===== src/hdl/btl_pkg.sv =====
// Shared types and constants for the byte trie lookup/insert block.
// Used by btl_controller, btl_datapath and byte_trie_lookup_insert.
package btl_pkg;

    localparam int MAX_NODES     = 1024;
    localparam int MAX_KEY_BYTES = 8;

    localparam int NODE_W  = $clog2(MAX_NODES);
    localparam int FREE_W  = NODE_W + 1;
    localparam int LINK_AW = NODE_W + 8;
    localparam int KEY_W   = 64;
    localparam int VAL_W   = 64;
    localparam int CNT_W   = 4;
    localparam int REQ_W   = 2;

    localparam logic [REQ_W-1:0] REQ_POINT = 2'd0;
    localparam logic [REQ_W-1:0] REQ_SET   = 2'd1;
    localparam logic [REQ_W-1:0] REQ_CLEAR = 2'd2;

    typedef enum logic [1:0] {
        RES_ZERO,
        RES_FULL,
        RES_VALUE
    } res_kind_t;

    typedef struct packed {
        logic      capture;
        logic      walk;
        logic      clr_en;
        logic      set_wr;
        logic      load_out;
        res_kind_t res;
    } btl_cmd_t;

    typedef struct packed {
        logic levels_zero;
        logic walk_full;
        logic walk_last;
        logic clr_last;
        logic out_free;
    } btl_stat_t;

endpackage


===== src/hdl/btl_controller.sv =====
// Sequencer for the byte trie: clearing pass, key walk, value read, response.
// Depends on btl_pkg; drives btl_datapath through btl_cmd_t.
module btl_controller import btl_pkg::*;
(
    input  logic             clk,
    input  logic             rst_n,
    input  logic             req_valid,
    input  logic [REQ_W-1:0] req_type,
    input  btl_stat_t        stat,
    output logic             req_stall,
    output btl_cmd_t         cmd
);

    typedef enum logic [2:0] {
        S_CLEAR,
        S_IDLE,
        S_WALK,
        S_VWAIT,
        S_RESULT
    } state_t;

    state_t    state_reg, state_next;
    res_kind_t res_reg, res_next;
    logic      clr_rsp_reg, clr_rsp_next;

    always_comb
    begin
        state_next   = state_reg;
        res_next     = res_reg;
        clr_rsp_next = clr_rsp_reg;
        cmd          = '0;
        cmd.res      = res_reg;
        case (state_reg)
            S_CLEAR:
            begin
                cmd.clr_en = 1'b1;
                if (stat.clr_last)
                begin
                    res_next     = RES_ZERO;
                    clr_rsp_next = 1'b0;
                    state_next   = clr_rsp_reg ? S_RESULT : S_IDLE;
                end
            end
            S_IDLE:
            begin
                if (req_valid)
                begin
                    res_next = RES_ZERO;
                    case (req_type)
                        REQ_POINT:
                        begin
                            cmd.capture = 1'b1;
                            res_next    = RES_VALUE;
                            state_next  = stat.levels_zero ? S_VWAIT : S_WALK;
                        end
                        REQ_SET:
                        begin
                            cmd.set_wr = 1'b1;
                            state_next = S_RESULT;
                        end
                        REQ_CLEAR:
                        begin
                            clr_rsp_next = 1'b1;
                            state_next   = S_CLEAR;
                        end
                        default:
                        begin
                            state_next = S_RESULT;
                        end
                    endcase
                end
            end
            S_WALK:
            begin
                cmd.walk = 1'b1;
                if (stat.walk_full)
                begin
                    res_next   = RES_FULL;
                    state_next = S_RESULT;
                end
                else if (stat.walk_last)
                begin
                    state_next = S_VWAIT;
                end
            end
            S_VWAIT:
            begin
                state_next = S_RESULT;
            end
            S_RESULT:
            begin
                if (stat.out_free)
                begin
                    cmd.load_out = 1'b1;
                    state_next   = S_IDLE;
                end
            end
            default:
            begin
                state_next = S_IDLE;
            end
        endcase
    end

    assign req_stall = (state_reg != S_IDLE);

    always_ff @(posedge clk or negedge rst_n)
    begin
        if (!rst_n)
        begin
            state_reg   <= S_CLEAR;
            res_reg     <= RES_ZERO;
            clr_rsp_reg <= 1'b0;
        end
        else
        begin
            state_reg   <= state_next;
            res_reg     <= res_next;
            clr_rsp_reg <= clr_rsp_next;
        end
    end

endmodule


===== config.mk =====
export PLATFORM = sky130hd
export DESIGN_NAME = btl_controller
export DESIGN_NICKNAME = d
export VERILOG_FILES = /design/src/hdl/btl_pkg.sv /design/src/hdl/btl_controller.sv
export SDC_FILE = /design/constraint.sdc
export NUM_CORES = 1
export LEC_CHECK = 0
export ABC_AREA = 1
export BUFFER_PORTS_ARGS = -buffer_cell sky130_fd_sc_hd__buf_4
export CELL_PAD_IN_SITES_DETAIL_PLACEMENT = 1
export CELL_PAD_IN_SITES_GLOBAL_PLACEMENT = 1
export CORE_MARGIN = 1
export CORE_UTILIZATION = 34
export CTS_BUF_LIST = sky130_fd_sc_hd__clkbuf_8
export CTS_CLUSTER_DIAMETER = 100
export CTS_CLUSTER_SIZE = 28
export DETAILED_ROUTE_END_ITERATION = 8
export PLACE_DENSITY_LB_ADDON = 0.1
export SETUP_SLACK_MARGIN = 0.02
export SYNTH_ARGS = -nofsm -noshare
export SYNTH_HDL_FRONTEND = slang
export SYNTH_SLANG_ARGS = --single-unit

===== constraint.sdc =====
create_clock -name clk -period 3.4 [get_ports clk]
set_clock_uncertainty 0.2 [all_clocks]
set_input_delay 0.68 -clock clk [delete_from_list [all_inputs] [get_ports clk]]
set_output_delay 0.68 -clock clk [all_outputs]
set_load 0.01 [all_outputs]

After elaboration in Yosys (flattened, before gate mapping)
Cells that the tools add are included.
W data, S select, Z words.
- register bits after elaboration: 6
- equality and inequality tests: 13
- muxes and demuxes: 28
- reductions and logical operators: 7
- operators by type and width (operator ; count):
    $mux W3 ; 6
    $pmux W3 S5 ; 1
    $mux W1 ; 14
    $reduce_and A4 Y1 ; 3
    $mux W2 ; 4
    $ne A2 B2 Y1 const B ; 4
    $eq A3 B2 Y1 const B ; 2
    $pmux W2 S3 ; 1
    $pmux W3 S2 ; 1
    $eq A3 B1 Y1 const B ; 1
    $eq A3 B3 Y1 const B ; 1
    $logic_not A3 Y1 ; 1
    $ne A3 B1 Y1 const B ; 1
    $ne A3 B3 Y1 const B ; 1
    $reduce_bool A3 Y1 ; 1
    $eq A2 B1 Y1 const B ; 1
    $eq A2 B2 Y1 const B ; 1
    $logic_not A2 Y1 ; 1
    $ne A2 B1 Y1 const B ; 1
    $pmux W1 S2 ; 1
    $reduce_bool A2 Y1 ; 1

Logic depth before layout (Yosys ltp)
Gate-level depths: netlist of run 1.
- depth in word-level cells: 4
- depth in mapped cells: 7

Worst setup path after synthesis of run 1
No wires, ideal clock.
- kind: in2out
- start point: input port stat[0] (netlist bit)
- end point: output port cmd[2] (netlist bit)
- path slack: 1.456 ns
- arrival: 1.064 ns
- stages on the path: 2
- path through: inv_1 nor4_1
- RTL lines (element ; line ; source):
    from (decl) ; btl_controller.sv:9 ; input btl_stat_t stat,
    to (decl) ; btl_controller.sv:11 ; output btl_cmd_t cmd

==> impl_metrics.tcl, run 1 <==
set metrics [dict create \
    outcome "finished clean" \
    wirelength_um 1310 \
    yosys.area.top_type "dfrtp_1" \
    die_y_um 38.4 \
    syn-num-nets 84 \
    setup-violations-final 0 \
    finalInstanceArea_um2 626 \
    hold_path_class "input port to asynchronous set/reset pin" \
    dominantRegCellSynth "dfrtp_1" \
    worst_setup_path_start_kind "register" \
    rsz0062_at_grt "no" \
    dr.pass1.iters 4 \
    io_buffers 17 \
    final_nets 105 \
    die-area_mm2 0.00147 \
    cts_setup_buffers 0 \
    r2r-end "res_reg[0]" \
    crit_type "register to primary output" \
    stdcell_count 107 \
    max_freq_ghz 0.432 \
    grt_max_degree 14 \
    grt_pass1_vias 493 \
    slew_viol_final 0 \
    rows 12 \
    max-cap-violations 0 \
    path_clk_slew_ns 0.04 \
    r2r_cells 5 \
    cts_made_buffers 3 \
    clock_latency_ns 0.22 \
    cts-htree-levels 1 \
    die_width_um 38.4 \
    syn_area_um2 450 \
    synth_edf_count 0 \
    ant_nets 0 \
    hpwl_um 1020 \
    drive_above_1_share 0.269 \
    synth.avg_cell_area_um2 6.09 \
    min_period_ns 2.32 \
    leakage_nw 0.390 \
    drc 0 \
    area_delta_synth_final_pct 38.9 \
    routabilityCongestion 0.780 \
    power_density_mw_per_mm2 770 \
    setup_slack_ns 1.08 \
    num_vias 531 \
    r2r_setup_slack_ns 1.82 \
    hold_buffers 0 \
    initial_utilization 0.385 \
    antennaDiodeCount 0 \
    synth.ff_latch_count 6 \
    fin_util 0.534 \
    ioPinCount 18 \
    wl_per_cell_um 12.2 \
    post_cts_resize_count 0 \
    peakVddDrop_mv 0.362 \
    drt_iter0_markers 10 \
    core_area_mm2 0.00117 \
    total_power_mw 0.482 \
    yosysMostFrequentCell "nand2_1" \
    via_per_inst 4.96 \
    period_share 0.681 \
    async_flop_share 1.00 \
    synth_warnings 0 \
    cts.sinks 6 \
    timing.setup.tns_ns 0 \
    grt_pass1_wl_um 2080 \
    whs_ns 0.0544 \
    synthCells 74 \
    cts_tree "done" \
    netlist.area_leader.share 0.333 \
    antenna_found_initial 0 \
    dp_cells 104 \
    crit_fanout 13 \
    overflow 0 \
    track_usage 0.211 \
    dp_slack_ns 1.32 \
    synth_area_leaders "dfrtp_1, nand2_1, nand3_1" \
    rr_startpoint "state_reg[0]" \
    seq_area_frac_synth 0.333 \
    worst_pin_slew_ns 0.412 \
    synthDistinctLibCells 14 \
    hold_violations 0 \
    end_kind "primary output" \
    largest_register_ffs 3 \
    max_slew_margin 0.725 \
    netlist_top_cells_count "nand2_1, inv_1, nand3_1, dfrtp_1, nor2_1" \
    cts_root_buf "clkbuf_8" \
    critPathArrivalTime_ns 1.44 \
    ctsLongestPathBuffers 2 \
    crit_required_ns 2.52 \
    placed_area_um2 584 \
]
[how the worst max path moves through the flow]
stage                  from  endpoint  slack [ns]  cells after the start
2_1_floorplan       stat[0]    cmd[2]        1.46                      2
3_3_place_gp    req_type[0]    cmd[3]        1.33                      4
3_5_place_dp   state_reg[0]    cmd[6]        1.32                      5
4_1_cts        state_reg[0]    cmd[6]        1.08                      5
5_1_grt        state_reg[0]    cmd[6]        0.93                      5
6_report       state_reg[0]    cmd[6]        1.08                      5
[cell usage in the layout (no fill, tap or decap), drive strengths merged]
cell | Yosys | final
a21oi | 3 | 3
buf | 1 | 17
clkbuf | 0 | 3
dfrtp | 6 | 6
inv | 14 | 14
nand2 | 25 | 25
nand3 | 9 | 9
nand4 | 1 | 1
nor2 | 8 | 8
nor3 | 2 | 2
nor4 | 1 | 1
o211ai | 1 | 1
o21ai | 3 | 3
[power breakdown]
group,total [mW],switching [mW],internal (mW)
clock network,0.106,0.0297,0.0760
logic,0.238,0.142,0.0965
registers,0.138,0.0425,0.0955
[worst max-delay path, cell delays in order (launching register included)]
cell	delay [ns]
dfrtp_1	0.58
nand2_1	0.11
nor2_1	0.20
nand4_1	0.14
inv_1	0.08
buf_4	0.11
[cell families (layout without fill, tap and decap cells)]
kind of cell	Yosys count	after routing	synth area share
AOI/OAI and AO/OA	7	7	0.0833
buffers and inverters	15	34	0.142
DFF	6	6	0.333
and+or+nand+nor	46	46	0.442
[cell type report]
type | instances | area (um^2)
fillers | 172 | 546
well taps | 14 | 17.5
repair buffers | 17 | 128
clock buffers | 3 | 41.3
flip-flops and latches | 6 | 150
multi-input cells | 53 | 236
inverters | 14 | 52.6
[per-layer routing]
metal | up-vias | wire (um) | share of wire | track usage
li1 | 273 | - | - | -
met1 | 242 | 556 | 0.42 | 0.239
met2 | 16 | 694 | 0.53 | 0.390
met3 | 0 | 60 | 0.046 | 0.0872
met4 | 0 | 0 | 0 | 0
met5 | - | 0 | 0 | 0
(Power assumes the default switching activity.)
==> run 2, diff against run 1 <==
--- a/config.mk
+++ b/config.mk
@@ -10,7 +10,7 @@
 export CELL_PAD_IN_SITES_DETAIL_PLACEMENT = 1
 export CELL_PAD_IN_SITES_GLOBAL_PLACEMENT = 1
 export CORE_MARGIN = 1
-export CORE_UTILIZATION = 34
+export CORE_UTILIZATION = 31
 export CTS_BUF_LIST = sky130_fd_sc_hd__clkbuf_8
 export CTS_CLUSTER_DIAMETER = 100
 export CTS_CLUSTER_SIZE = 28
==> constraint.sdc (replaced) <==
create_clock -name clk -period 2.3 [get_ports clk]
set_clock_uncertainty 0.2 [all_clocks]
set_input_delay 0.46 -clock clk [delete_from_list [all_inputs] [get_ports clk]]
set_output_delay 0.46 -clock clk [all_outputs]
set_load 0.01 [all_outputs]
==> impl_metrics.tcl, run 2 (same netlist as run 1, synthesis figures left out) <==
set metrics [dict create \
    outcome "finished clean" \
    hpwl_um 1150 \
    drt_iter0_markers 8 \
    antenna_found_initial 0 \
    worst_setup_path_start_kind "register" \
    die-area_mm2 0.00161 \
    r2r_cells 6 \
    critPathArrivalTime_ns 1.43 \
    rows 13 \
    crit_cells 6 \
    largest_register_ffs 3 \
    drc 0 \
    die_y_um 40.1 \
    layout_common_cells "nand2_1, buf_4, inv_1" \
    period_share 0.911 \
    min_path_cells 2 \
    hold-path-endpoint "res_reg[1]" \
    routabilityCongestion 0.787 \
    rr_startpoint "state_reg[2]" \
    io_buffers 17 \
    intPower_mw 0.399 \
    cp_num_buf_inv 3 \
    leakage_nw 0.393 \
    cts_made_buffers 3 \
    cts.sinks 6 \
    dr.pass1.iters 4 \
    crit_fanout 6 \
    min_period_ns 2.09 \
    max_freq_ghz 0.477 \
    grt_pass1_vias 493 \
    max-cap-violations 0 \
    timing.setup.tns_ns 0 \
    critPathSlowestCell "dfrtp_1" \
    r2r-end "clr_rsp_reg" \
    peakVddDrop_mv 0.467 \
    use_met3 0.0833 \
    crit_type "register to primary output" \
    dp_slack_ns 0.348 \
    clock_latency_ns 0.22 \
    final_common_cell "nand2_1" \
    wirelength_um 1370 \
    crit_required_ns 1.64 \
    ioPinCount 18 \
    busiest_layer "met2" \
    fillers 187 \
    overflow 0 \
    track_usage 0.208 \
    die_width_um 40.1 \
    antennaDiodeCount 0 \
    rsz0062_at_grt "no" \
    whs_ns 0.294 \
    r2r_setup_slack_ns 0.83 \
    cts-htree-levels 1 \
    hold_violations 0 \
    swShare 0.455 \
    cts_root_buf "clkbuf_8" \
    ctsLongestPathBuffers 2 \
    grt_pass1_wl_um 2150 \
    cts_tree "done" \
    gr-usage-met1 0.259 \
    cp_top_family "flip-flops" \
    setup-violations-final 0 \
    switchingPower_mw 0.333 \
    path_clk_slew_ns 0.04 \
    clockPowerShare 0.217 \
    crit_chain "inv_2 -> nand2_1 -> nor2_1 -> nand4_1 -> inv_1 -> buf_4" \
    core_area_mm2 0.00133 \
    worstHoldStart "res_reg[1]" \
    end_kind "primary output" \
    pwr-share-comb 0.497 \
    max_slew_margin 0.825 \
    setup_slack_ns 0.206 \
    worst_pin_slew_ns 0.261 \
    hold_path_class "register to register" \
    via_per_inst 5.09 \
    wl_per_cell_um 12.6 \
    grt_max_degree 14 \
    initial_utilization 0.338 \
    final_nets 106 \
    drive_above_1_share 0.277 \
    ant_nets 0 \
    num_vias 555 \
    area_delta_synth_final_pct 41.7 \
    slew_viol_final 0 \
    cpPeakStageDelay_ns 0.46 \
    cts_setup_buffers 0 \
    power_frac_seq 0.286 \
    use_met2 0.343 \
    power_density_mw_per_mm2 1150 \
]
==> run 2: cell type report <==
type	instances	area (um^2)	share of cell area
timing repair buffer	18	138	0.216
inverter	14	52.6	0.0824
sequential	6	151	0.237
clock buffer	3	41.3	0.0647
multi-input combinational	53	236	0.371
tap	15	18.8	0.0294
==> run 2: worst min-delay path, cell delays in order, from the launching register on <==
cell and delay [ns]:
dfrtp_1 0.33, o21ai_0 0.08, nand2_1 0.05
==> run 2: how the worst max path moves through the flow <==
stage	to	startpoint	slack, ns
6_report	cmd[6]	state_reg[1]	0.21
5_1_grt	cmd[6]	state_reg[1]	0.08
4_1_cts	cmd[6]	state_reg[0]	0.11
3_5_place_dp	cmd[6]	state_reg[0]	0.35
3_3_place_gp	cmd[6]	state_reg[0]	0.41
2_1_floorplan	cmd[2]	state_reg[0]	0.66
==> run 2: per-stage QoR <==
stage	area [um^2]	power [mW]	utilization	cells
floorplan	450	0.442	-	74
global placement	586	0.560	0.439	105
detailed placement	586	0.575	0.439	105
CTS	637	0.739	0.477	109
global route	638	0.801	0.478	109
finish	638	0.733	0.478	109
==> run 2: timing repair <==
item | CTS | global route
endpoints found under the hold margin | 6 | 0
resized for setup | 0 | 1
endpoints found under the setup margin | 0 | 1
hold buffers | 1 | 0
==> run 2: power groups by stage <==
stage               Clock [mW]  Combinational [mW]  Sequential, mW
finish                   0.159               0.364           0.210
global route             0.170               0.414           0.217
CTS                      0.161               0.370           0.208
detailed placement           0               0.366           0.209
global placement             0               0.354           0.206
floorplan                    0               0.263           0.179
==> run 2: metal layers <==
| layer | share of wire | vias up |
|---|---|---|
| met5 | 0 | - |
| met4 | 0 | 0 |
| met3 | 0.039 | 0 |
| met2 | 0.51 | 12 |
| met1 | 0.45 | 269 |
| li1 | - | 274 |
==> run 3, diff against run 2 <==
--- a/config.mk
+++ b/config.mk
@@ -6,15 +6,15 @@
 export NUM_CORES = 1
 export LEC_CHECK = 0
 export ABC_AREA = 1
-export BUFFER_PORTS_ARGS = -buffer_cell sky130_fd_sc_hd__buf_4
 export CELL_PAD_IN_SITES_DETAIL_PLACEMENT = 1
 export CELL_PAD_IN_SITES_GLOBAL_PLACEMENT = 1
-export CORE_MARGIN = 1
-export CORE_UTILIZATION = 31
+export CORE_AREA = 2 2 39 41
 export CTS_BUF_LIST = sky130_fd_sc_hd__clkbuf_8
 export CTS_CLUSTER_DIAMETER = 100
 export CTS_CLUSTER_SIZE = 28
 export DETAILED_ROUTE_END_ITERATION = 8
+export DIE_AREA = 0 0 41 43
+export DONT_BUFFER_PORTS = 1
 export PLACE_DENSITY_LB_ADDON = 0.1
 export SETUP_SLACK_MARGIN = 0.02
 export SYNTH_ARGS = -nofsm -noshare
==> constraint.sdc (replaced) <==
create_clock -name clk -period 2.3 [get_ports clk]
set_clock_uncertainty 0.2 [all_clocks]
set_input_delay 0.115 -clock clk [delete_from_list [all_inputs] [get_ports clk]]
set_output_delay 0.115 -clock clk [all_outputs]
set_load 0.01 [all_outputs]
==> impl_metrics.tcl, run 3 (same netlist as run 1, synthesis figures left out) <==
set metrics [dict create \
    outcome "finished clean" \
    antennaDiodeCount 0 \
    wirelength_um 1290 \
    rr_startpoint "state_reg[0]" \
    core_area_mm2 0.00138 \
    hold_violations 0 \
    min_period_ns 1.88 \
    crit_chain "nand2_1 -> nor2_1 -> nand4_1 -> dlygate4sd3_1 -> nand2_1" \
    path_clk_slew_ns 0.04 \
    cpMostUsedCell "nand2_1" \
    largest_register_ffs 3 \
    layout_common_cells "nand2_1, inv_1, nand3_1" \
    crit_fanout 13 \
    cts.sinks 6 \
    area_delta_synth_final_pct 26.7 \
    hpwl_um 1040 \
    ctsLongestPathBuffers 2 \
    peakVddDrop_mv 0.436 \
    routabilityCongestion 0.740 \
    worst_setup_path_start_kind "register" \
    r2r_setup_slack_ns 0.42 \
    final_common_cell "nand2_1" \
    grt_max_degree 14 \
    end_kind "register" \
    cpPeakStageDelay_ns 0.58 \
    initial_utilization 0.325 \
    die-area_mm2 0.00176 \
    max_freq_ghz 0.532 \
    clock_latency_ns 0.22 \
    period_share 0.818 \
    io_buffers 0 \
    cp_top_family "flip-flops" \
    track_usage 0.175 \
    drc 0 \
    total_power_mw 0.654 \
    ff_latch_area_um2 150 \
    via_per_inst 4.84 \
    worst_pin_slew_ns 0.516 \
    die_y_um 43 \
    finalInstanceArea_um2 571 \
    overflow 0 \
    cts_made_buffers 3 \
    multi_input_area_um2 236 \
    r2r_cells 5 \
    power_density_mw_per_mm2 1150 \
    cts-htree-levels 1 \
    drive_above_1_share 0.0964 \
    timing.setup.tns_ns 0 \
    grt_pass1_wl_um 2040 \
    grt_pass1_vias 470 \
    num_vias 479 \
    cts_setup_buffers 0 \
    cts_root_buf "clkbuf_8" \
    rows 14 \
    hold_path_class "input port to asynchronous set/reset pin" \
    cp_num_buf_inv 1 \
    r2r-end "res_reg[1]" \
    antenna_found_initial 0 \
    max_slew_margin 0.653 \
    fin_util 0.412 \
    dr.pass1.iters 3 \
    ioPinCount 18 \
    leakage_nw 0.331 \
    crit_required_ns 2.26 \
    critPathSlowestCell "dfrtp_1" \
    slew_viol_final 0 \
    final_nets 95 \
    wl_per_cell_um 13.0 \
    critPathArrivalTime_ns 1.84 \
    rsz0062_at_grt "no" \
    post_cts_resize_count 0 \
    die_width_um 41 \
    setup-violations-final 0 \
    cts_tree "done" \
    ant_nets 0 \
    crit_type "register to register" \
    fillers 194 \
    max-cap-violations 0 \
    placed_area_um2 459 \
    drt_iter0_markers 4 \
]
run 3: final cells by class:
type,instances,area share
clock buffers,3,0.0724
well taps,16,0.0351
inverters,14,0.0921
multi-input cells,53,0.414
flip-flops and latches,6,0.263
repair buffers,7,0.123
run 3: how the worst max path moves through the flow:
stage,to,start,depth (start not counted),slack (ns)
after floorplan,state_reg[0],state_reg[2],7,0.98
after global placement,state_reg[0],state_reg[2],7,0.79
after detailed placement,res_reg[1],state_reg[0],5,0.79
after CTS,res_reg[1],state_reg[0],5,0.40
after global routing,res_reg[1],state_reg[0],5,0.25
final,res_reg[1],state_reg[0],5,0.42
run 3: layer usage:
| layer | up-vias | GRT usage | routed length (um) |
|---|---|---|---|
| li1 | 253 | - | - |
| met1 | 214 | 0.205 | 555 |
| met2 | 12 | 0.284 | 671 |
| met3 | 0 | 0.0733 | 61 |
| met4 | 0 | 0.0400 | 0 |
| met5 | - | 0 | 0 |
run 3: through the flow:
stage | cells | setup WS [ns] | hold slack (ns)
after global routing | 99 | 0.250 | 0.0289
final | 99 | 0.419 | 0.0129
after CTS | 99 | 0.395 | 0.0171
after floorplan | 74 | 0.981 | -0.381
after detailed placement | 89 | 0.787 | -0.380
after global placement | 89 | 0.785 | -0.380
run 3: what timing repair did:
action | in CTS | in global routing
endpoints found under the setup margin | 0 | 0
hold buffers | 7 | 0
hold endpoints to repair | 12 | 0
run 3: where the power goes:
part	switching (mW)	leakage [nW]	internal, mW
clock	0.0407	0.0216	0.112
combinational	0.193	0.231	0.0977
sequential	0.0689	0.0793	0.141
